## config.mk

```make
export PLATFORM = sky130hd
export DESIGN_NAME = tea_half_stage
export DESIGN_NICKNAME = d
export VERILOG_FILES = /design/src/rtl/tea_pkg.sv /design/src/rtl/tea_half_stage.sv
export SDC_FILE = /design/constraint.sdc
export NUM_CORES = 1
export LEC_CHECK = 0
export ABC_AREA = 0
export BUFFER_PORTS_ARGS = -buffer_cell sky130_fd_sc_hd__buf_2
export CAP_MARGIN = 20
export CORE_ASPECT_RATIO = 1.4
export CORE_UTILIZATION = 40
export DETAILED_ROUTE_END_ITERATION = 7
export SYNTH_ARGS = -nofsm -noshare
export SYNTH_HDL_FRONTEND = slang
export SYNTH_SLANG_ARGS = --single-unit
```

## constraint.sdc

```tcl
create_clock -name clk -period 8.3 [get_ports clk]
set_input_delay 0.415 -clock clk [delete_from_list [all_inputs] [get_ports clk]]
set_output_delay 0.415 -clock clk [all_outputs]
set_load 0.01 [all_outputs]
```

## src/rtl/tea_pkg.sv

```systemverilog
// shared types and constants for the tea block cipher
package tea_pkg;

  localparam logic [31:0] TEA_DELTA = 32'h9E37_79B9;

  // one 64-bit block with its end-of-buffer flag
  typedef struct packed {
    logic        last_block;
    logic [31:0] second_word;
    logic [31:0] first_word;
  } blk_t;

  // 128-bit key as four words
  typedef struct packed {
    logic [31:0] k3;
    logic [31:0] k2;
    logic [31:0] k1;
    logic [31:0] k0;
  } key_t;

  // register word index on the apb port
  typedef enum logic [2:0] {
    REG_KEY0 = 3'd0,
    REG_KEY1 = 3'd1,
    REG_KEY2 = 3'd2,
    REG_KEY3 = 3'd3,
    REG_MODE = 3'd4
  } reg_idx_t;

endpackage

```

## src/rtl/tea_half_stage.sv

```systemverilog
// one registered half round of tea, direction chosen by the mode bit
module tea_half_stage (
  input  logic             clk,
  input  logic             rst_n,
  input  logic             en,
  input  logic             second_half,
  input  logic             decrypt,
  input  tea_pkg::key_t    key,
  input  logic [31:0]      enc_sum,
  input  logic [31:0]      dec_sum,
  input  logic             in_valid,
  input  tea_pkg::blk_t    in_blk,
  output logic             out_valid,
  output tea_pkg::blk_t    out_blk
);
  import tea_pkg::*;

  logic        valid_r;
  blk_t        blk_r;
  blk_t        blk_nxt;
  logic        upd_second;
  logic [31:0] src;
  logic [31:0] dst;
  logic [31:0] sum;
  logic [31:0] ka;
  logic [31:0] kb;
  logic [31:0] mix;
  logic [31:0] res;

  // encipher updates first then second word, decipher the reverse
  assign upd_second = second_half ^ decrypt;
  assign sum        = decrypt ? dec_sum : enc_sum;
  assign src        = upd_second ? in_blk.first_word : in_blk.second_word;
  assign dst        = upd_second ? in_blk.second_word : in_blk.first_word;
  assign ka         = upd_second ? key.k2 : key.k0;
  assign kb         = upd_second ? key.k3 : key.k1;
  assign mix        = ((src << 4) + ka) ^ (src + sum) ^ ((src >> 5) + kb);
  assign res        = decrypt ? (dst - mix) : (dst + mix);

  always_comb begin
    blk_nxt = in_blk;
    if (upd_second) begin
      blk_nxt.second_word = res;
    end else begin
      blk_nxt.first_word = res;
    end
  end

  always_ff @(posedge clk) begin
    if (!rst_n) begin
      valid_r <= 1'b0;
    end else if (en) begin
      valid_r <= in_valid;
    end
  end

  always_ff @(posedge clk) begin
    if (en) begin
      blk_r <= blk_nxt;
    end
  end

  assign out_valid = valid_r;
  assign out_blk   = blk_r;

endmodule

```

-- After elaboration in Yosys (flattened, before gate mapping)
Cells that the tools add are included.
- register bits after elaboration: 66
- latch bits: 0
- RAM bits: 0
- memory bits (read-only): 0
- output and inout bits: 66
- logic and storage cells: 20
- memories: 0
- add/sub/neg operators: 5
- $mul: 0
- div/mod/pow operators: 0
- magnitude comparators: 0
- equal/unequal tests: 0
- shifts and indexed selects: 0
- multiplexer cells: 8
- bitwise gates (word level): 3
- reduce and logical (&&, ||, !) cells: 0
- operators with widths (cell ; number):
    two-way mux 32 bit ; 8
    adder 32 bit ; 3
    bitwise XOR 32 bit ; 2
    adder 27 x 32 -> 32 bit ; 1
    subtractor 32 bit ; 1
    bitwise XOR 1 bit ; 1

-- Depth between registers and ports, before layout
Gate-level depths: netlist (run 1).
- depth after elaboration: 8
- gate-level depth with buffers: 36
- mapped depth without buffers: 31

-- Worst setup path before layout (run 1)
OpenSTA, ideal clock, no wires.
- kind: input-to-reg
- from: input port decrypt
- to: register blk_r, in the netlist out_blk[63], data pin
- data arrival time: 7198 ps
- slack: 830 ps
- cell stages on the path: 33
- path through: buf_6 > xnor2_1 > buf_2 > clkbuf_1 > clkbuf_1 > clkbuf_1 > nand2_1 > nand2_1 > ha_1 > a211o_1 > a211oi_1 > o21bai_1 > a21oi_1 > xnor3_1 > xor2_1 > or2_2 > nand3b_1 > o31a_1 > xnor2_1 > ha_1 > nand4_1 > nor2_1 > a211oi_1 > or2_2 > o211ai_1 > nand4_1 > nand2_1 > a21oi_1 > o21ai_0 > a21oi_1 > xnor3_1 > xor2_1 > o221ai_1
- RTL lines (what ; line ; text):
    start, declared ; tea_half_stage.sv:7 ; input logic decrypt,
    end signal, assigned ; tea_half_stage.sv:59 ; blk_r <= blk_nxt;
    end, declared ; tea_half_stage.sv:19 ; blk_t blk_r;

==> results.sh, run 1 <==
export IMPL_drc=0
export IMPL_syn_to_final_growth_pct=19.9
export IMPL_floorplan_die_height_um=206
export IMPL_max_transition_viols_final=0
export IMPL_met3_usage_pct=2.49
export IMPL_totalNegativeSetupSlack_ns=0
export IMPL_wire_per_inst_um=19.3
export IMPL_vdd_ir_drop_worst_uv=211
export IMPL_final_setup_viols=0
export IMPL_cts_num_sinks=66
export IMPL_grt_overflow_total=0
export IMPL_report_final_hold_viol_count=0
export IMPL_min_period_over_period_pct=91.0
export IMPL_pin_count=329
export IMPL_clock_tree_from_tritoncts="built"
export IMPL_clk_insertion_delay_late_ns=0.33
export IMPL_place_detailed_hpwl_um=37900
export IMPL_post_route_cells_drive_above_1_share_pct=22.4
export IMPL_finish_utilization_pct=48.9
export IMPL_wirelength_um=44000
export IMPL_synth_area_per_cell_sq_um=7.48
export IMPL_synth_nets=1979
export IMPL_cts_resized=0
export IMPL_yosys_top_cells_count="sky130_fd_sc_hd__nand2_1 (401), sky130_fd_sc_hd__xnor2_1 (150), sky130_fd_sc_hd__a21oi_1 (124)"
export IMPL_detailedRoute_firstIterationViolations=600
export IMPL_ctsHoldBuffers=0
export IMPL_critPathLaunchType="input pin"
export IMPL_synthDominantAreaCellType="sky130_fd_sc_hd__edfxtp_1"
export IMPL_class_of_the_tightest_hold_or_removal_check="input pin to register"
export IMPL_worst_path_depth=31
export IMPL_tritoncts_num_buffers=9
export IMPL_antenna_cells=0
export IMPL_critPathTopFamily="compound AO/OA/AOI/OAI gates"
export IMPL_synth_enable_flop_cells=65
export IMPL_register_area_share_after_synthesis_pct=16.5
export IMPL_post_synth_inst_count=1596
export IMPL_floorplan_core_area_sq_um=29300
export IMPL_power_static_leakage_uw=0.00686
export IMPL_synth_lib_cells_used_distinct=78
export IMPL_slew_headroom_pct=43.7
export IMPL_starting_density_of_the_core_pct=40.8
export IMPL_max_cap_viol_count=0
export IMPL_capturing_instance_or_port_of_the_critical_path="out_blk[63]"
export IMPL_vias_in_the_first_global_route=11977
export IMPL_finalNetCount=2280
export IMPL_postCtsSetupRepairBufs=0
export IMPL_placement_rows=74
export IMPL_final_setup_skew_ns=0
export IMPL_finish_cell_count_without_fillers=2282
export IMPL_total_routing_resource_utilization_after_global_routing_pct=27.9
export IMPL_yosys_most_used_dff="sky130_fd_sc_hd__edfxtp_1"
export IMPL_pwr_density_cell_nw_per_um2=382
export IMPL_yosys_warnings=0
export IMPL_run_status="finished clean"
export IMPL_num_vias=12534
export IMPL_top_usage_layer="met2"
export IMPL_grt_start_max_net_pins=67
export IMPL_wire_length_of_the_first_global_routing_pass_um=64200
export IMPL_regToRegStartpoint="out_valid"
export IMPL_worstSetupEndpointType="register"
export IMPL_numPlacedInstances=2266
export IMPL_gr_usage_met2_pct=54.2
export IMPL_crit_path_max_incr_delay_ns=0.60
export IMPL_worstPathArrival_ns=7.62
export IMPL_rsz0062_at_grt="false"
export IMPL_timing_critical_path_required_ns=8.37
export IMPL_critPathBufInv=3
export IMPL_detail_route_antenna_nets=0
export IMPL_fin_worst_hold_slack_ns=0.262
export IMPL_grt_antenna_before_repair=0
export IMPL_globalRouteMet1Util_pct=27.2
export IMPL_htree_num_levels=3
export IMPL_max_freq_ghz=0.132
export IMPL_timing_reg2reg_worst_path_depth=2
export IMPL_ffs_latches_synth=66
export IMPL_crit_path_start="second_half"
export IMPL_r2r_slack_ns=7.69
export IMPL_worst_slew_pin_transition_ns=0.845
export IMPL_synthArstFlopShare_pct=0
export IMPL_timing_critical_path_slowest_stage_cell="sky130_fd_sc_hd__xnor2_2"
export IMPL_cts_buffer_depth=2
export IMPL_crit_reg2reg_capture="out_valid"
export IMPL_min_period_ns=7.55
export IMPL_netlist_top_cells_area="sky130_fd_sc_hd__edfxtp_1 (16%), sky130_fd_sc_hd__nand2_1 (13%), sky130_fd_sc_hd__ha_1 (12%)"
export IMPL_die_area_sq_um=30500
export IMPL_number_of_iterations_in_the_first_detailed_routing_pass=5
export IMPL_cts_root_buffer_cell="sky130_fd_sc_hd__clkbuf_16"
export IMPL_worstHoldPathCells=1
export IMPL_average_vias_per_placed_instance=5.49
export IMPL_synth_most_common_cell="sky130_fd_sc_hd__nand2_1"
export IMPL_critical_path_max_fanout=50
export IMPL_netlist_area_sq_um=11900
export IMPL_gp_congestion=0.957
export IMPL_clk_pin_slew_ns=0.06
export IMPL_chipWidth_um=148
export IMPL_timing_worst_setup_path_type="input pin to register"
export IMPL_placement_io_buffers=328
export IMPL_synthDominantCellAreaShare_pct=16.4
## area by class of cell
type                    count  area (sq um)
fillers                  3023         14900
multi-input cells        1437          9590
flip-flops and latches     66          1970
repair buffers            348          1830
well taps                 380           475
clock buffers               9           225
inverters                  35           131
clock inverters             7          93.8
## how the worst min path moves through the flow
stage	from	end	slack [ns]
after floorplan	in_blk[64]	out_blk[64]	0.51
after CTS	in_blk[64]	out_blk[64]	0.25
final	in_blk[64]	out_blk[64]	0.26
after global placement	out_valid	out_valid	0.49
after global routing	in_blk[64]	out_blk[64]	0.25
after detailed placement	out_valid	out_valid	0.54
## power by group
| group | switching (uW) | leakage (uW) | internal, uW |
|---|---|---|---|
| Sequential | 45.8 | 0.000643 | 647 |
| Clock | 147 | 0.000153 | 262 |
| Combinational | 2580 | 0.00606 | 1790 |
## flip-flops by register name, summed over array words and instances, names as in the netlist
register and cells:
out_blk 65, out_valid 1
## per-layer routing
| metal | vias to the layer above | wire (um) |
|---|---|---|
| li1 | 6285 | - |
| met1 | 5688 | 15600 |
| met2 | 436 | 23300 |
| met3 | 125 | 1640 |
| met4 | 0 | 3420 |
| met5 | - | 0 |
## worst register-to-register path: stages, from the launching register on
cell and delay [ns]:
sky130_fd_sc_hd__dfxtp_1 0.33, sky130_fd_sc_hd__mux2i_1 0.07, sky130_fd_sc_hd__nor2b_1 0.15
## through the flow
step           total power [uW]  setup WS, ns  cell area (sq um)
4_1_cts                    5480         0.787              14300
5_1_grt                    5890         0.315              14300
3_3_place_gp               5010         0.696              14000
2_1_floorplan              3850         0.830              11900
3_5_place_dp               5030         0.445              14000
6_report                   5470         0.749              14300
## cell families (layout without fill, tap and decap cells)
family,Yosys count,after routing,share of synthesized area [%]
XOR/XNOR,214,214,17.0
AND/OR/NAND/NOR,634,634,23.4
flip-flops,66,66,16.5
multiplexers,61,61,5.91
buffers and inverters,93,399,3.22
adder cells (fa/ha/maj),123,123,13.0
AO/OA/AOI/OAI,405,405,21.0
## cells in the final DEF (no fill, tap or decap), types with 19 or more instances in the layout
master / netlist / routed
sky130_fd_sc_hd__a21o_1: 40 / 40
sky130_fd_sc_hd__a21oi_1: 124 / 124
sky130_fd_sc_hd__buf_2: 4 / 327
sky130_fd_sc_hd__edfxtp_1: 65 / 65
sky130_fd_sc_hd__ha_1: 118 / 118
sky130_fd_sc_hd__inv_1: 35 / 35
sky130_fd_sc_hd__mux2_2: 32 / 32
sky130_fd_sc_hd__mux2i_1: 24 / 24
sky130_fd_sc_hd__nand2_1: 401 / 401
sky130_fd_sc_hd__nand3_1: 31 / 31
sky130_fd_sc_hd__nor2_1: 75 / 75
sky130_fd_sc_hd__nor2b_1: 20 / 20
sky130_fd_sc_hd__nor3_1: 19 / 19
sky130_fd_sc_hd__o21ai_0: 109 / 109
sky130_fd_sc_hd__xnor2_1: 150 / 149
sky130_fd_sc_hd__xor2_1: 53 / 53
Power figures use the tool's default switching activity.
==> inputs of run 2 (changes only) <==
- MAX_ROUTING_LAYER: default -> met4
==> results.sh, run 2 (synthesis results as in run 1) <==
export IMPL_grt_start_max_net_pins=67
export IMPL_worst_slew_pin_transition_ns=0.843
export IMPL_post_route_cells_drive_above_1_share_pct=22.2
export IMPL_wire_length_of_the_first_global_routing_pass_um=65100
export IMPL_wire_per_inst_um=19.4
export IMPL_crit_reg2reg_capture="out_valid"
export IMPL_htree_num_levels=3
export IMPL_timing_critical_path_slowest_stage_cell="sky130_fd_sc_hd__a211oi_1"
export IMPL_gr_usage_met2_pct=55.9
export IMPL_min_period_over_period_pct=89.1
export IMPL_average_vias_per_placed_instance=5.48
export IMPL_rsz0062_at_grt="false"
export IMPL_place_detailed_hpwl_um=37900
export IMPL_critPathLaunchType="input pin"
export IMPL_starting_density_of_the_core_pct=40.8
export IMPL_total_routing_resource_utilization_after_global_routing_pct=29.2
export IMPL_syn_to_final_growth_pct=19.4
export IMPL_grt_overflow_total=0
export IMPL_postCtsSetupRepairBufs=0
export IMPL_report_final_hold_viol_count=0
export IMPL_slew_headroom_pct=43.8
export IMPL_detail_route_antenna_nets=0
export IMPL_wirelength_um=44200
export IMPL_detailedRoute_firstIterationViolations=630
export IMPL_worstSetupEndpointType="register"
export IMPL_worstHoldPathCells=1
export IMPL_layout_cell_area_non_filler_sq_um=14300
export IMPL_mostFrequentLayoutCells="sky130_fd_sc_hd__nand2_1 (401), sky130_fd_sc_hd__buf_2 (327), sky130_fd_sc_hd__xnor2_1 (149)"
export IMPL_chipWidth_um=148
export IMPL_cts_buffer_depth=2
export IMPL_vdd_ir_drop_worst_uv=215
export IMPL_critical_path_max_fanout=19
export IMPL_timing_reg2reg_worst_path_depth=2
export IMPL_pwr_density_cell_nw_per_um2=377
export IMPL_finalNetCount=2278
export IMPL_min_delay_start="in_blk[64]"
export IMPL_placement_rows=74
export IMPL_vias_in_the_first_global_route=12029
export IMPL_top_usage_layer="met2"
export IMPL_max_freq_ghz=0.135
export IMPL_gp_congestion=1.02
export IMPL_class_of_the_tightest_hold_or_removal_check="input pin to register"
export IMPL_power_static_leakage_uw=0.00682
export IMPL_globalRouteMet1Util_pct=27.8
export IMPL_floorplan_die_height_um=206
export IMPL_clock_tree_from_tritoncts="built"
export IMPL_floorplan_core_area_sq_um=29300
export IMPL_met3_usage_pct=2.30
export IMPL_place_area_sq_um=14000
export IMPL_regToRegStartpoint="out_valid"
export IMPL_pin_count=329
export IMPL_min_period_ns=7.40
export IMPL_layout_cells_most_common="sky130_fd_sc_hd__nand2_1"
export IMPL_run_status="finished clean"
export IMPL_largest_reg_flops=65
export IMPL_antenna_cells=0
export IMPL_num_vias=12486
export IMPL_ctsHoldBuffers=0
export IMPL_final_setup_viols=0
export IMPL_cts_root_buffer_cell="sky130_fd_sc_hd__clkbuf_16"
export IMPL_worst_slack_ns=0.903
export IMPL_hold_end="out_blk[64]"
export IMPL_place_ws_ns=0.588
export IMPL_max_cap_viol_count=0
export IMPL_placement_io_buffers=328
export IMPL_drc=0
export IMPL_cts_resized=0
export IMPL_totalNegativeSetupSlack_ns=0
export IMPL_final_setup_skew_ns=0
export IMPL_grt_antenna_before_repair=0
export IMPL_tritoncts_num_buffers=9
export IMPL_worstPathArrival_ns=7.46
export IMPL_die_area_sq_um=30500
export IMPL_timing_worst_setup_path_type="input pin to register"
export IMPL_timing_critical_path_required_ns=8.36
export IMPL_cts_num_sinks=66
export IMPL_crit_path_max_incr_delay_ns=0.48
export IMPL_clk_insertion_delay_late_ns=0.33
export IMPL_r2r_slack_ns=7.71
export IMPL_clk_pin_slew_ns=0.06
export IMPL_max_transition_viols_final=0
export IMPL_number_of_iterations_in_the_first_detailed_routing_pass=5
==> run 2: report_power, final <==
part | switching (uW) | internal, uW | total [uW]
logic | 2550 | 1770 | 4320
registers | 46.5 | 648 | 694
clock network | 138 | 230 | 368
==> run 2: worst max path at each step <==
stage             endpoint        start  cells past startpoint  slack [ns]
3_5_place_dp   out_blk[63]  second_half                     32        0.59
4_1_cts        out_blk[63]  second_half                     32        0.92
5_1_grt        out_blk[63]  second_half                     32        0.18
6_report       out_blk[63]  second_half                     32        0.90
3_3_place_gp   out_blk[63]  second_half                     29        0.69
2_1_floorplan  out_blk[63]      decrypt                     33        0.83
==> run 2: area by class of cell <==
cell class / instances / area [sq um]
clock buffers: 10 / 229
multi-input cells: 1437 / 9590
fillers: 3029 / 15000
inverters: 35 / 131
well taps: 380 / 475
flip-flops and latches: 66 / 1970
repair buffers: 346 / 1800
clock inverters: 6 / 57.6
==> run 2: metrics by stage <==
stage	power (uW)	instances	utilization [%]	hold WS, ns
2_1_floorplan	3850	1596	-	0.514
3_3_place_gp	4980	2264	47.8	0.493
3_5_place_dp	4990	2264	47.8	0.528
4_1_cts	5390	2280	48.7	0.249
5_1_grt	5830	2280	48.7	0.253
6_report	5380	2280	48.7	0.256
==> run 2: critical path: cells and delay by family <==
family / cells / cell delay [ns]
adders and majority gates: 3 / 0.82
AOI/OAI and AO/OA: 9 / 1.97
buffers and inverters: 2 / 0.61
and+or+nand+nor: 11 / 1.62
muxes: 1 / 0.30
xor gates and xnor gates: 6 / 1.72
==> run 2: layer usage <==
metal  part of all wire [%]  vias up
met2                     54      421
li1                       -     6270
met3                    3.9      122
met1                     35     5673
met5                      0        -
met4                    7.0        0
