### src/rtl/tea_pkg.sv
// shared types and constants for the tea block cipher
package tea_pkg;

  localparam logic [31:0] TEA_DELTA = 32'h9E37_79B9;

  // one 64-bit block with its end-of-buffer flag
  typedef struct packed {
    logic        last_block;
    logic [31:0] second_word;
    logic [31:0] first_word;
  } blk_t;

  // 128-bit key as four words
  typedef struct packed {
    logic [31:0] k3;
    logic [31:0] k2;
    logic [31:0] k1;
    logic [31:0] k0;
  } key_t;

  // register word index on the apb port
  typedef enum logic [2:0] {
    REG_KEY0 = 3'd0,
    REG_KEY1 = 3'd1,
    REG_KEY2 = 3'd2,
    REG_KEY3 = 3'd3,
    REG_MODE = 3'd4
  } reg_idx_t;

endpackage

### src/rtl/tea_out_skid.sv
// output register with one skid entry behind it
module tea_out_skid (
  input  logic          clk,
  input  logic          rst_n,
  input  logic          push,
  input  tea_pkg::blk_t push_blk,
  input  logic          out_ready,
  output logic          out_valid,
  output tea_pkg::blk_t out_blk,
  output logic          full
);
  import tea_pkg::*;

  logic out_valid_r;
  logic out_valid_nxt;
  blk_t out_blk_r;
  logic skid_valid_r;
  logic skid_valid_nxt;
  blk_t skid_blk_r;
  logic pop;
  logic load_out;
  logic load_skid;
  logic move_skid;

  assign pop = out_valid_r & out_ready;

  always_comb begin
    out_valid_nxt  = out_valid_r;
    skid_valid_nxt = skid_valid_r;
    load_out       = 1'b0;
    load_skid      = 1'b0;
    move_skid      = 1'b0;
    if (skid_valid_r) begin
      // no push can arrive while the skid entry is held
      if (pop) begin
        move_skid      = 1'b1;
        skid_valid_nxt = 1'b0;
      end
    end else if (push) begin
      if (!out_valid_r || pop) begin
        load_out      = 1'b1;
        out_valid_nxt = 1'b1;
      end else begin
        load_skid      = 1'b1;
        skid_valid_nxt = 1'b1;
      end
    end else if (pop) begin
      out_valid_nxt = 1'b0;
    end
  end

  always_ff @(posedge clk) begin
    if (!rst_n) begin
      out_valid_r  <= 1'b0;
      skid_valid_r <= 1'b0;
    end else begin
      out_valid_r  <= out_valid_nxt;
      skid_valid_r <= skid_valid_nxt;
    end
  end

  always_ff @(posedge clk) begin
    if (load_out) begin
      out_blk_r <= push_blk;
    end else if (move_skid) begin
      out_blk_r <= skid_blk_r;
    end
    if (load_skid) begin
      skid_blk_r <= push_blk;
    end
  end

  assign out_valid = out_valid_r;
  assign out_blk   = out_blk_r;
  assign full      = skid_valid_r;

endmodule

### config.mk
export PLATFORM = sky130hd
export DESIGN_NAME = tea_out_skid
export DESIGN_NICKNAME = d
export VERILOG_FILES = /design/src/rtl/tea_pkg.sv /design/src/rtl/tea_out_skid.sv
export SDC_FILE = /design/constraint.sdc
export NUM_CORES = 1
export LEC_CHECK = 0
export BUFFER_PORTS_ARGS = -buffer_cell sky130_fd_sc_hd__buf_2
export CORE_MARGIN = 10
export CORE_UTILIZATION = 30
export DETAILED_ROUTE_END_ITERATION = 6
export GPL_TIMING_DRIVEN = 1
export SLEW_MARGIN = 25
export SYNTH_ARGS = -nofsm -noshare
export SYNTH_HDL_FRONTEND = slang
export SYNTH_SLANG_ARGS = --single-unit
### constraint.sdc
create_clock -name clk -period 9.2 [get_ports clk]
set_input_delay 2.3 -clock clk [delete_from_list [all_inputs] [get_ports clk]]
set_output_delay 2.3 -clock clk [all_outputs]
set_load 0.01 [all_outputs]
Yosys cells after proc, flatten, opt, wreduce, memory -nomap -nowiden
Index checks and enable logic that the tools add are counted.
{ "classes": {"n_eq_ne": 1, "muxes": 15, "n_bitwise": 2, "n_reduce_logical": 5} }
{ "ops": {"columns": ["operator", "count"], "rows": [
  ["2-to-1 mux 65 bit", 2],
  ["2-to-1 mux 1 bit", 13],
  ["nonzero test 2 bit", 2],
  ["AND reduction 3 bit", 1],
  ["!= test 2 x 1 -> 1 bit, second input constant", 1],
  ["bitwise AND 1 bit", 1],
  ["logical NOT 1 bit", 1],
  ["logical OR 1 bit", 1],
  ["NOT 1 bit", 1]
]} }
{ "totals": {"register_bits": 132, "input_bits": 69, "output_inout_bits": 67} }

Logic depth before layout (Yosys ltp)
Gate-level depths: netlist of the first run.
{ "logic_depth": {"ltp_word": 6, "ltp_mapped": 5, "mapped_depth_nobuf": 3} }

Worst setup path before layout of the first run
No wires, ideal clock.
{ "synth_path": {"path_kind": "input to register", "start": "input port out_ready", "end": "register out_blk_r, in the netlist out_blk[0] (enable)", "setup_ps": 588, "t_arrival_ps": 7233, "t_required_ps": 8612, "setup_slack_ps": 1380, "stages": 2, "path_buffers": 0, "path_cell_list": "nand2b_1 a21boi_0"} }
{ "synth_via": {"elab_chain_len": 6, "elab_cells_between_ends": 8, "classes_between": "5 x mux; 1 x bitwise; 2 x reduce/logical"} }
{ "synth_rtl": {"columns": ["item", "line", "rtl"], "rows": [
  ["start, declared", "tea_out_skid.sv:7", "input logic out_ready,"],
  ["bitwise AND 1 bit (*)", "tea_out_skid.sv:25", "assign pop = out_valid_r & out_ready;"],
  ["logical OR 1 bit", "tea_out_skid.sv:40", "if (!out_valid_r || pop) begin"],
  ["2-to-1 mux 1 bit", "tea_out_skid.sv:40", null],
  ["2-to-1 mux 1 bit", "tea_out_skid.sv:39", "end else if (push) begin"],
  ["2-to-1 mux 1 bit", "tea_out_skid.sv:33", "if (skid_valid_r) begin"],
  ["nonzero test 2 bit (no line) (*)", null, null],
  ["end signal, assigned", "tea_out_skid.sv:64", "out_blk_r <= push_blk;"],
  ["end signal, assigned", "tea_out_skid.sv:66", "out_blk_r <= skid_blk_r;"],
  ["end, declared", "tea_out_skid.sv:16", "blk_t out_blk_r;"]
]} }
Mark *: on every way between the ends. The rest lies on a longest branch, timed or not.
A chain may end at the register's enable or synchronous reset.

Final worst setup path of the first run
{ "layout_path": {"start": "input port out_ready", "end": "register out_blk_r, in the netlist out_blk[0], data pin"} }
{ "layout_via": {"elab_chain_len": 6} }
{ "layout_rtl": {"columns": ["item", "line", "rtl"], "rows": [
  ["bitwise AND 1 bit", "tea_out_skid.sv:25", null],
  ["logical OR 1 bit", "tea_out_skid.sv:40", null],
  ["2-to-1 mux 1 bit", "tea_out_skid.sv:40", null],
  ["2-to-1 mux 1 bit", "tea_out_skid.sv:39", null],
  ["2-to-1 mux 1 bit", "tea_out_skid.sv:33", null],
  ["2-to-1 mux 65 bit", "tea_out_skid.sv:63", "if (load_out) begin"]
]} }
No other way between the ends.

==> results of run 1 <==
[worst reg2reg max path, stage by stage (launching register included)]
cell	delay [ns]
sky130_fd_sc_hd__dfxtp_1	0.40
sky130_fd_sc_hd__nand2b_4	0.20
sky130_fd_sc_hd__nand2b_4	0.52
sky130_fd_sc_hd__buf_4	0.65
sky130_fd_sc_hd__mux2_2	0.44
[through the flow]
stage | cells | power [mW] | setup slack (ns) | utilization, %
after global placement | 568 | 0.851 | 4.72 | 35.8
final | 600 | 1.52 | 5.10 | 39.4
after global routing | 600 | 1.58 | 5.02 | 39.4
after detailed placement | 568 | 0.855 | 4.67 | 35.8
after CTS | 600 | 1.55 | 5.10 | 39.4
after floorplan | 217 | 0.809 | 1.38 | -
[power by group through the flow]
stage               Clock, mW  Sequential [mW]  Combinational [mW]
floorplan                   0            0.740              0.0683
global placement            0            0.723               0.129
detailed placement          0            0.723               0.132
CTS                     0.704            0.711               0.132
global route            0.729            0.713               0.140
finish                  0.682            0.710               0.127
[flip-flops by register name, indices dropped and copies added, names as in the netlist]
| signal | flops |
|---|---|
| out_blk | 65 |
| skid_blk_r | 65 |
| out_valid | 1 |
| full | 1 |
[cell usage in the layout, fill, tap and decap left out, drive strengths merged]
master,count
inv,1
nand2b,3
nand2,3
edfxtp,130
clkinvlp,2
nor2,2
clkbuf,22
a21oi,1
bufinv,3
o21ai,1
clkinv,5
mux2,65
buf,138
a21boi,2
dfxtp,2
[worst max-delay path by stage]
stage,startpoint,to,slack (ns),cells past startpoint
2_1_floorplan,out_ready,out_blk[0],1.38,2
3_3_place_gp,out_ready,out_blk[64],4.72,5
3_5_place_dp,out_ready,out_blk[63],4.67,5
4_1_cts,out_ready,out_blk[63],5.10,5
5_1_grt,out_ready,out_blk[63],5.02,5
6_report,out_ready,out_blk[0],5.10,5
[cell families after synthesis]
logic type	after synthesis	share of synthesized area (%)
mux	65	18.2
flops	132	77.9
compound gates	4	0.494
buf+inv	8	2.45
simple gates	8	1.04
[layer usage]
layer  vias up  track usage (%)  wire length [um]
met5         -                0                20
met4         2             2.96               102
met3        11             5.19               862
met2        80             14.4              4890
met1      1189             9.99              4090
li1       1160                -                 -
[layout make-up]
type / instances / area [um^2]
Fill cell: 1560 / 10000
Sequential cell: 132 / 3940
Multi-Input combinational cell: 77 / 1020
Timing Repair Buffer: 138 / 698
Clock buffer: 22 / 474
Tap cell: 220 / 275
Clock inverter: 10 / 130
Inverter: 1 / 3.75
[synthesized netlist by cell type, drive strengths merged]
cell type and n:
inv 1, nand2b 3, a21boi 2, buf 7
a21oi 1, o21ai 1, dfxtp 2, edfxtp 130
nand2 3, nor2 2, mux2 65
==> run summary, run 1 <==
For this run, the slowest stage of the critical path takes 0.61 ns. Counting every net in the synthesized netlist gives 286. The cell count after synthesis came out at 217. The via count of the first global-routing pass was 2,743. Global routing used 9.03% of the available tracks. The run gives 0 as the count of hold buffers inserted by post-cts repair.

The clock network is responsible for 44.9% of the overall power. In this run the deepest clock path goes through 2 buffers. Total count of hold-check failures in the final report: 0. The total via count in the routed design was 2,442; the HPWL after detailed placement was 6.84 mm. The critical-path cell with the highest stage delay is sky130_fd_sc_hd__buf_4.

The global-route wire length before repair was 15.5 mm; the clock-pin transition on the worst setup and hold timing paths was 0.06 ns. The number of detailed-route iterations in the first pass came out at 4. The logs give 40.0% for the tightest slew margin relative to the limit and 104 uV for the worst ir drop on vdd.

Post-CTS repair changed the size of 0 cells. The H-tree generated during clock tree synthesis spans 4 levels. The worst setup path is captured at a flop. For the I/O pin count, the log shows 136. On the critical path the largest part of the delay comes from simple AND/OR/NAND/NOR gates.

The tools report the number of distinct library cells after synthesis as 15. The worst hold path terminates at out_blk[33]. STA puts the critical path data required time at 9.35 ns.

Yosys printed 0 warnings. Clock latency on the worst-skew pair, taken at its later pin, is 0.41 ns. Dividing the detail-routed wire length by the instance count gives 16.6 um. The initial core utilization is 30.5%. In this run the core area contains 47 standard-cell rows. The final wirelength was 9.97 mm. The logs give 0 for the number of setup buffers added after CTS and 0 for the number of routed nets with antenna violations.

The startpoint identified for the worst hold timing path is skid_blk_r[33]. Max-cap violations in this run came to 0. The tools report the number of nets in the final layout as 436.

Summed over all instances, the cell type with the most area after synthesis is sky130_fd_sc_hd__edfxtp_1. The tools report the sequential share of power as 46.8%. 0 antenna diodes ended up in the layout. For this run, design rule violations remaining after detail routing come to 0.

The run gives 4.25 ns as the arrival time at the worst endpoint. The die width was 150 um; the number of storage elements in the synthesis netlist was 132. Number of cells on the worst hold path: 1.

At the pin with the least slew margin, the transition time is 0.899 ns. During placement, the flow inserted port buffers numbering 135. For the synthesized cell area, the log shows 0.00506 mm^2.

Setup violations remaining at the end of the flow were counted as 0. Cells with a size suffix above 1 make up 62.4% of the layout. In this run the power spent charging and discharging nets is 0.310 mW. Final clock period utilization by the worst path: 44.5%. The capture instance of the worst register-to-register path is out_blk[0].

Hold timing on the final database bottoms out at a slack of 0.542 ns. The via count normalized by instance count was 4.07; the maximum number of pins on one net before global-route repair was 66. TritonCTS built the clock tree.

Of the total power, the share spent switching nets is 20.4%. Setup repair after global routing left no endpoint under its margin. In this run the power density over the cells is 232 mW/mm^2. Summing all non-filler instances in the final layout gives an area of 0.00654 mm^2. Relative to the synthesized area, the layout overhead comes to 29.2%. In this run the register-to-register setup slack is 6.74 ns. Worst setup skew after layout: 0.0146 ns. The weighted congestion at the end of routability-driven global placement was 0.709; the number of DRC markers after the initial detailed-route iteration was 132.

Proportion of netlist area held by the largest area contributor: 77.1%. Global routing finished with a remaining overflow of 0. Kind of start point of the critical path: an input port.

In this run the worst path has a maximum fanout of 34. Derived from the worst setup path, the maximum achievable clock frequency is 0.244 GHz. Traced cell by cell, the critical path runs through buf_2 -> nand2b_1 -> nand2b_4 -> buf_4 -> mux2_2. The time the final worst path needs with I/O delays and setup is 4.10 ns, and the total CTS buffers is 17. The number of antenna violations at the first check in global routing is 1. The run gives 0 as the final count of pins violating max slew.

The critical path buffer and inverter count is 2. The flow ran to the end, and the final reports show no timing, DRC or antenna violations. The region available for standard cell placement spans 0.0166 mm^2. By area the synthesized netlist is led by sky130_fd_sc_hd__edfxtp_1 77%, sky130_fd_sc_hd__mux2_4 15%, sky130_fd_sc_hd__mux2_2 3.3%. The path class of the lowest-slack min-delay path was flop to flop. By startpoint and endpoint, the worst setup path is classified as input port to flop. The internal portion of the total power is 1.21 mW.

Clock tree synthesis found a total of 132 sinks. The post-placement cell area is 0.00594 mm^2. For the worst flop-to-flop path, the logic depth is 4.

Summed over all cells, the static leakage comes to 2.61 nW. Measured along the y axis, the die boundary spans 150 um. The tools report the cell at the root of the clock tree as sky130_fd_sc_hd__clkbuf_16.

The floorplan step defined a die boundary enclosing 0.0225 mm^2. The combinational group share of total power is 8.4%. The tools report the worst flop-to-flop path startpoint as full. After synthesis, the mean cell area works out to 23.3 um^2. The fraction of the yosys area taken by sequential cells came out at 77.9%. The final-layout setup total negative slack was 0 ns.
No activity file was read; power rests on OpenSTA's default activity.
==> run 2, diff against run 1 <==
==> constraint.sdc (replaced) <==
create_clock -name clk -period 3.5 [get_ports clk]
set_input_delay 0.875 -clock clk [delete_from_list [all_inputs] [get_ports clk]]
set_output_delay 0.875 -clock clk [all_outputs]
set_load 0.01 [all_outputs]
==> run 2 against run 1 <==
Net effect:
- sequential share of layout area is 0.31 points lower
- clock skew fell by 0.0091 ns
- count of clock-buffer cells in the layout fell by 3
- clock power rose to 2.6 times the previous value
- worst setup slack worse by 3.9 ns
- core utilization rose by 0.20 points
- hold slack about the same
- via count rose by 2.5%
- cell area increased by 0.52%
- critical endpoint is now out_blk[10]
- highest routed layer is now met4
==> run summary, run 2 (synthesis results as in run 1) <==
The flow ran to the end, and the final reports show no timing, DRC or antenna violations. The worst path meets setup with 1.25 ns of slack. Once detail routing completed, the nets flagged for antenna violations numbered 0. The number of buffers inserted by port buffering came out at 135.

After floorplanning, the core was sized to cover 0.0166 mm^2. The total CTS buffers is 17, and the tightest slew margin relative to the limit is 56.5%. Via count normalized by instance count: 4.14.

Of all nets on the critical path, the largest fanout is 25. Summing all flip-flop and latch instances after layout gives 0.00394 mm^2. The multi-input combinational cells in the finished layout cover a total of 0.00102 mm^2. The number of levels in the clock H-tree is 4. The count of standard-cell rows was 47; the count of max-cap constraint violations was 0. At the end of the flow, the number of nets in the layout was 439. In this run the power density over the cells is 608 mW/mm^2. The die width was 150 um. Die span in y: 150 um.

For this design, the CTS-stage hold fixing added 0 buffers. The clock reaches the later pin of the worst-skew pair after 0.41 ns. Summing all non-filler instances in the final layout gives an area of 0.00658 mm^2.

The total count of hold-check failures in the final report is 0, and the clock sink count is 132. The placed instances occupy a cell area of 0.00597 mm^2. The final-report setup violation count is 0, and the final count of pins violating max slew is 0. Cell at the root of the clock tree: sky130_fd_sc_hd__clkbuf_16. In this run, the number of DRC markers left after iteration 0 of detailed routing was 94. For the number of antenna violations at the first check in global routing, the log shows 1. For the pin with the worst max-slew slack, the measured transition is 0.653 ns.

The routed length per instance was 16.9 um. The via count of the first global-routing pass is 2,835, and the HPWL after detailed placement is 7.17 mm. Global routing consumed, over all layers together, 9.19% of the routing resources. The routed layout has 2,502 vias.

The number of setup buffers added after CTS is 0, and the worst ir drop on vdd is 305 uV. After layout, the worst path uses 64.3% of the clock period. The routed design could run at a clock period as short as 2.25 ns.

Setup repair after global routing left no endpoint under its margin. Once the clock tree was built, the resizer swapped 0 gates to a different size. Cells fill 39.6% of the core in the end. From synthesis to final layout, the design area changed by 29.8%. The worst hold-check slack was 0.543 ns.

The tools report the global-route wire length before repair as 15.6 mm. The layout has 1,568 filler cells. Kind of start point of the critical path: an input port. The worst setup skew after layout came out at 0.00552 ns.

In the layout the commonest cells are 135 x sky130_fd_sc_hd__buf_2, 130 x sky130_fd_sc_hd__edfxtp_1, 50 x sky130_fd_sc_hd__mux2_4, 17 x sky130_fd_sc_hd__clkbuf_16, 15 x sky130_fd_sc_hd__mux2_2. The maximum number of pins on one net before global-route repair is 49. The tools report the initial core utilization as 30.5%. The arrival time at the worst endpoint was 2.41 ns; the worst slack after detailed placement was 0.795 ns.

The worst setup path is captured at a flop. Path class of the lowest-slack min-delay path: flop to flop. Before antenna repair, the detailed router went through 4 iterations. The area enclosed by the die boundary is 0.0225 mm^2, and the clock-pin transition on the worst setup and hold timing paths is 0.06 ns. Of the cells placed in the final design, the portion with a size suffix greater than 1 is 61.8%. The highest attainable clock frequency was 0.444 GHz.

The logs give 605 for the number of non-filler instances in the completed layout and 2 for the maximum clock path buffer count. The weighted congestion at the end of routability-driven global placement came out at 0.689. The final wirelength was 10.2 mm. The number of placed instances, taps included, is 571.

Data on the critical path is required at its endpoint by 3.66 ns. The residual DRC count was 0; the I/O pin count was 136. The aggregate global routing overflow came out at 0.

After layout, the design draws a total of 4.00 mW. For this design the static power due to leakage is 2.62 nW. Leaving out fill and tap cells, the most frequent cell in the layout is sky130_fd_sc_hd__buf_2. The critical path class was input port to flop. Final-layout setup total negative slack: 0 ns. TritonCTS built the clock tree.
run 2: path summary, 6_finish.rpt:
path / slack [ns] / endpoint / from / depth (start not counted)
worst min register to register: 0.54 / out_blk[62] / skid_blk_r[62] / 1
worst min-delay path: 0.54 / out_blk[62] / skid_blk_r[62] / 1
worst max register to register: 1.47 / out_blk[10] / full / 4
worst max-delay path: 1.25 / out_blk[10] / out_ready / 5
run 2: layout make-up:
class | count | share of cell area, %
repair buffers | 141 | 11.2
flip-flops and latches | 132 | 60.0
multi-input cells | 77 | 15.5
well taps | 220 | 4.19
clock buffers | 19 | 6.58
clock inverters | 12 | 2.47
diodes | 3 | 0.114
inverters | 1 | 0.0571
run 2: worst max-delay path: stages:
cell and delay (ns):
sky130_fd_sc_hd__buf_2 0.11, sky130_fd_sc_hd__nand2b_1 0.23, sky130_fd_sc_hd__nand2b_4 0.45, sky130_fd_sc_hd__buf_4 0.36, sky130_fd_sc_hd__mux2_2 0.37
run 2: routing by layer:
| layer | up-vias | GRT usage [%] | part of all wire [%] |
|---|---|---|---|
| met5 | - | 0 | 0 |
| met4 | 0 | 3.79 | 1.5 |
| met3 | 10 | 5.01 | 9.2 |
| met2 | 82 | 14.9 | 50 |
| met1 | 1237 | 9.81 | 39 |
| li1 | 1173 | - | - |
run 2: where the power goes:
| part | internal [mW] | switching [mW] |
|---|---|---|
| Clock | 1.18 | 0.615 |
| Sequential | 1.84 | 0.0206 |
| Combinational | 0.169 | 0.174 |
==> run 3, diff against run 2 <==
--- a/config.mk
+++ b/config.mk
@@ -5,6 +5,7 @@
 export SDC_FILE = /design/constraint.sdc
 export NUM_CORES = 1
 export LEC_CHECK = 0
+export ABC_AREA = 1
 export BUFFER_PORTS_ARGS = -buffer_cell sky130_fd_sc_hd__buf_2
 export CORE_MARGIN = 10
 export CORE_UTILIZATION = 30
==> constraint.sdc (replaced) <==
create_clock -name clk -period 2.2 [get_ports clk]
set_input_delay 0.55 -clock clk [delete_from_list [all_inputs] [get_ports clk]]
set_output_delay 0.55 -clock clk [all_outputs]
set_load 0.01 [all_outputs]
==> run 3 against run 2 <==
Net effect:
- power up 46%
- critical path type is now flop to primary output
- combinational power is 51% higher
- count of clock-buffer cells in the layout up 1
==> run summary, run 3 <==
The flow ran to the end, and the final reports show no timing, DRC or antenna violations. The number of cells on the critical path is 1. The tools report the number of levels in the clock H-tree as 4. By count the netlist is led by 135 x sky130_fd_sc_hd__nand2_1, 130 x sky130_fd_sc_hd__edfxtp_1, 65 x sky130_fd_sc_hd__nand3_1. The most critical setup path has its startpoint at full. The fraction of the yosys area taken by sequential cells was 78.9%; the final-report setup violation count was 0. The number of buffers inserted by port buffering is 135, and the arrival time at the worst endpoint is 1.03 ns. STA classifies the critical path endpoint as a primary output. The worst setup path is launched from a flop.

Derived from the worst setup path, the maximum achievable clock frequency is 0.635 GHz. The required time at the worst-slack endpoint was 1.65 ns. In the synthesized netlist the dominant register cell turns out to be sky130_fd_sc_hd__edfxtp_1.

The HPWL after detailed placement was 7.87 mm. Top metal layer carrying routed signals: met5. The area enclosed by the die boundary was 0.0222 mm^2; the power density over cell area was 910 mW/mm^2.

Of the total power, registers draw 51.1%. The proportion of netlist area held by the largest area contributor was 78.1%; the count of standard-cell rows was 47. The logs give 66 for the maximum number of pins on one net before global-route repair and 892 um^2 for the combined area of the multi-input logic cells. The tools report the combinational group share of total power as 8.9%. The most frequently used cell type in the post-synthesis netlist is sky130_fd_sc_hd__nand2_1. Compared with the post-synthesis result, the final layout area differs by 28.0%. Capture instance of the worst register-to-register path: out_blk[32]. The clock-pin transition on the worst setup and hold timing paths works out to 0.05 ns. The worst ir drop on vdd came out at 460 uV. Post-CTS repair changed the size of 0 cells.

For this design the static power due to leakage is 2.68 nW. 136 I/O pins were placed. Summed over all layers, the global routing overflow is 0. The largest single stage delay on the critical path is 0.43 ns.

The final-layout setup total negative slack is 0 ns, and the wire length the detailed router placed on met1 is 4.93 mm. The path class of the lowest-slack min-delay path was input port to flop. Buffers added to address setup during post-CTS repair amount to 0. The clock latency reported for the late side of the worst-skew pair was 0.41 ns.

For the final database, setup skew stands at 0.00561 ns. The number of inserted diodes was 0; the final count of pins violating max slew was 0. In this run the critical register-to-register path is launched from full. The routed length per instance was 15.6 um; the total count of hold-check failures in the final report was 0. From bottom edge to top edge, the die measures 149 um. Counting flops and latches in the post-synthesis netlist gives 132. Hold is met by 0.331 ns. The die is 149 um wide. In this run, the number of DRC markers left after iteration 0 of detailed routing was 165. The first detailed-routing pass took 4 iterations. Number of routed nets with antenna violations: 0. The logs give 3,387 for the via count of the first global-routing pass and 132 for the clock sink count. The run gives 5.82 mW as the total chip power.

Cell at the root of the clock tree: sky130_fd_sc_hd__clkbuf_16. The number of distinct library cells after synthesis came out at 16. The number of antenna violations at the first check in global routing is 1. Yosys printed 0 warnings. In the routed layout, each cell is associated on average with a via count of 4.36. Setup repair after global routing left no endpoint under its margin. The count of hold buffers inserted by post-cts repair is 0, and the register-to-register setup slack is 0.73 ns.

The synthesized cell area was 0.00500 mm^2; the initial core utilization was 30.3%. In this run switching power makes up 22.4% of total power. Time the final worst path needs with I/O delays and setup: 1.58 ns.

TritonCTS created 17 clock buffers. The worst setup path is of the flop to primary output kind. The tools report the tightest slew margin relative to the limit as 74.3%. In the synthesized netlist, the number of instances is 366. Fill cells in the final layout number 1,624.

Most common cell after layout, fill and taps aside: sky130_fd_sc_hd__buf_2. For the detailed-routed wire length on met2, the log shows 5.53 mm. Leaving out fill and tap cells, the most frequent cells in the layout are 135 x sky130_fd_sc_hd__buf_2, 134 x sky130_fd_sc_hd__nand2_1, 130 x sky130_fd_sc_hd__edfxtp_1, 65 x sky130_fd_sc_hd__nand3_1, 17 x sky130_fd_sc_hd__clkbuf_16. The weighted congestion at the end of routability-driven global placement came out at 0.681. Summed over all instances, the cell type with the most area after synthesis is sky130_fd_sc_hd__edfxtp_1. Area of the core: 0.0165 mm^2. The logs give 18.1 mm for the global-route wire length before repair and 577 for the number of nets in the final layout. The total via count in the routed design is 3,214.

In the routed design, unresolved DRC markers number 0. Ranked by total cell area, the synthesized netlist is headed by sky130_fd_sc_hd__edfxtp_1 78%, sky130_fd_sc_hd__nand2_1 10%, sky130_fd_sc_hd__nand3_1 6.5%. The critical path buffer and inverter count works out to 1. The per-instance average area after synthesis came out at 13.7 um^2.

Of all nets on the critical path, the largest fanout is 4. The internal power component is 4.52 mW. Across the whole layout, storage elements account for 0.00394 mm^2. The final wirelength came out at 11.5 mm. Critical-path cell with the highest stage delay: sky130_fd_sc_hd__dfxtp_1. The tools report the power dissipated by switching net loads as 1.30 mW. For the routed length on met3, the log shows 921 um. The tool flagged a number of max-cap violations equal to 0. The post-route netlist has 33.6% of its cells at a drive strength greater than 1. In this run the worst setup path terminates at full. The clock network is responsible for 40.0% of the overall power. Global routing consumed, over all layers together, 10.7% of the routing resources. Final clock period utilization by the worst path: 71.6%. The cell depth of the worst flop-to-flop path is 3, and the number of nets produced by synthesis is 435. TritonCTS built the clock tree. The clock passes through at most 2 buffers. The slew of the pin with the lowest slew margin is 0.385 ns, and the share of async-settable or async-resettable flops after synthesis is 0%.

Grouping stages by cell kind, the critical path spends the most delay in flip-flops. Walking the worst path, the cells encountered are buf_2. The synthesized design contains 130 enable-type register cells.
-- run 3: cell types whose count changed in the layout (fill, tap and decap cells not counted), sizes merged --
| cell | delta |
|---|---|
| nand2 | +134 |
| nand3 | +65 |
| clkinvlp | +1 |
| clkinv | +1 |
| inv | +4 |
| a21boi | -2 |
| a21oi | +1 |
| diode | -3 |
| mux2 | -65 |
| nand2b | -3 |
| buf | +3 |
| bufinv | -4 |
| clkbuf | +1 |
-- run 3: cells by family (layout without fill, tap and decap cells) --
group                  count (synthesis)  after routing  synth area share (%)
AO/OA/AOI/OAI                          3              3                 0.375
buffers and inverters                 27            179                  3.58
flip-flops                           132            132                  78.9
AND/OR/NAND/NOR                      204            204                  17.1
-- run 3: worst min-delay path by stage --
stage	from	to	cells past startpoint
final	push_blk[23]	skid_blk_r[23]	1
after global routing	push_blk[64]	skid_blk_r[64]	1
after CTS	push_blk[23]	skid_blk_r[23]	1
after detailed placement	skid_blk_r[42]	out_blk[42]	2
after global placement	skid_blk_r[58]	out_blk[58]	2
after floorplan	skid_blk_r[0]	out_blk[0]	2
-- run 3: per-layer routing --
metal  global-route usage (%)  vias to the layer above
met5                        0                        -
met4                     4.56                        2
met3                     5.31                       14
met2                     16.8                      111
met1                     12.2                     1516
li1                         -                     1571
-- run 3: metrics by stage --
step	worst slack [ns]	instances	utilization, %	instance area, um^2
final	0.624	738	38.9	6400
after floorplan	0.00874	366	-	5020
after global routing	0.578	738	38.9	6400
after global placement	0.491	709	35.9	5920
after detailed placement	0.467	709	35.9	5920
after CTS	0.600	738	38.9	6400
-- run 3: final cells by class --
| cell class | instances | share of cell area (%) |
|---|---|---|
| Tap cell | 220 | 4.30 |
| Clock inverter | 9 | 0.665 |
| Sequential cell | 132 | 61.6 |
| Inverter | 6 | 0.411 |
| Multi-Input combinational cell | 207 | 13.9 |
| Timing Repair Buffer | 144 | 12.2 |
| Clock buffer | 20 | 6.83 |
-- run 3: power by group through the flow --
stage	sequential, mW	combinational (mW)	clock [mW]
global route	2.99	0.588	2.51
finish	2.97	0.519	2.33
detailed placement	3.02	0.536	0
global placement	3.02	0.522	0
floorplan	3.08	0.228	0
CTS	2.98	0.536	2.40
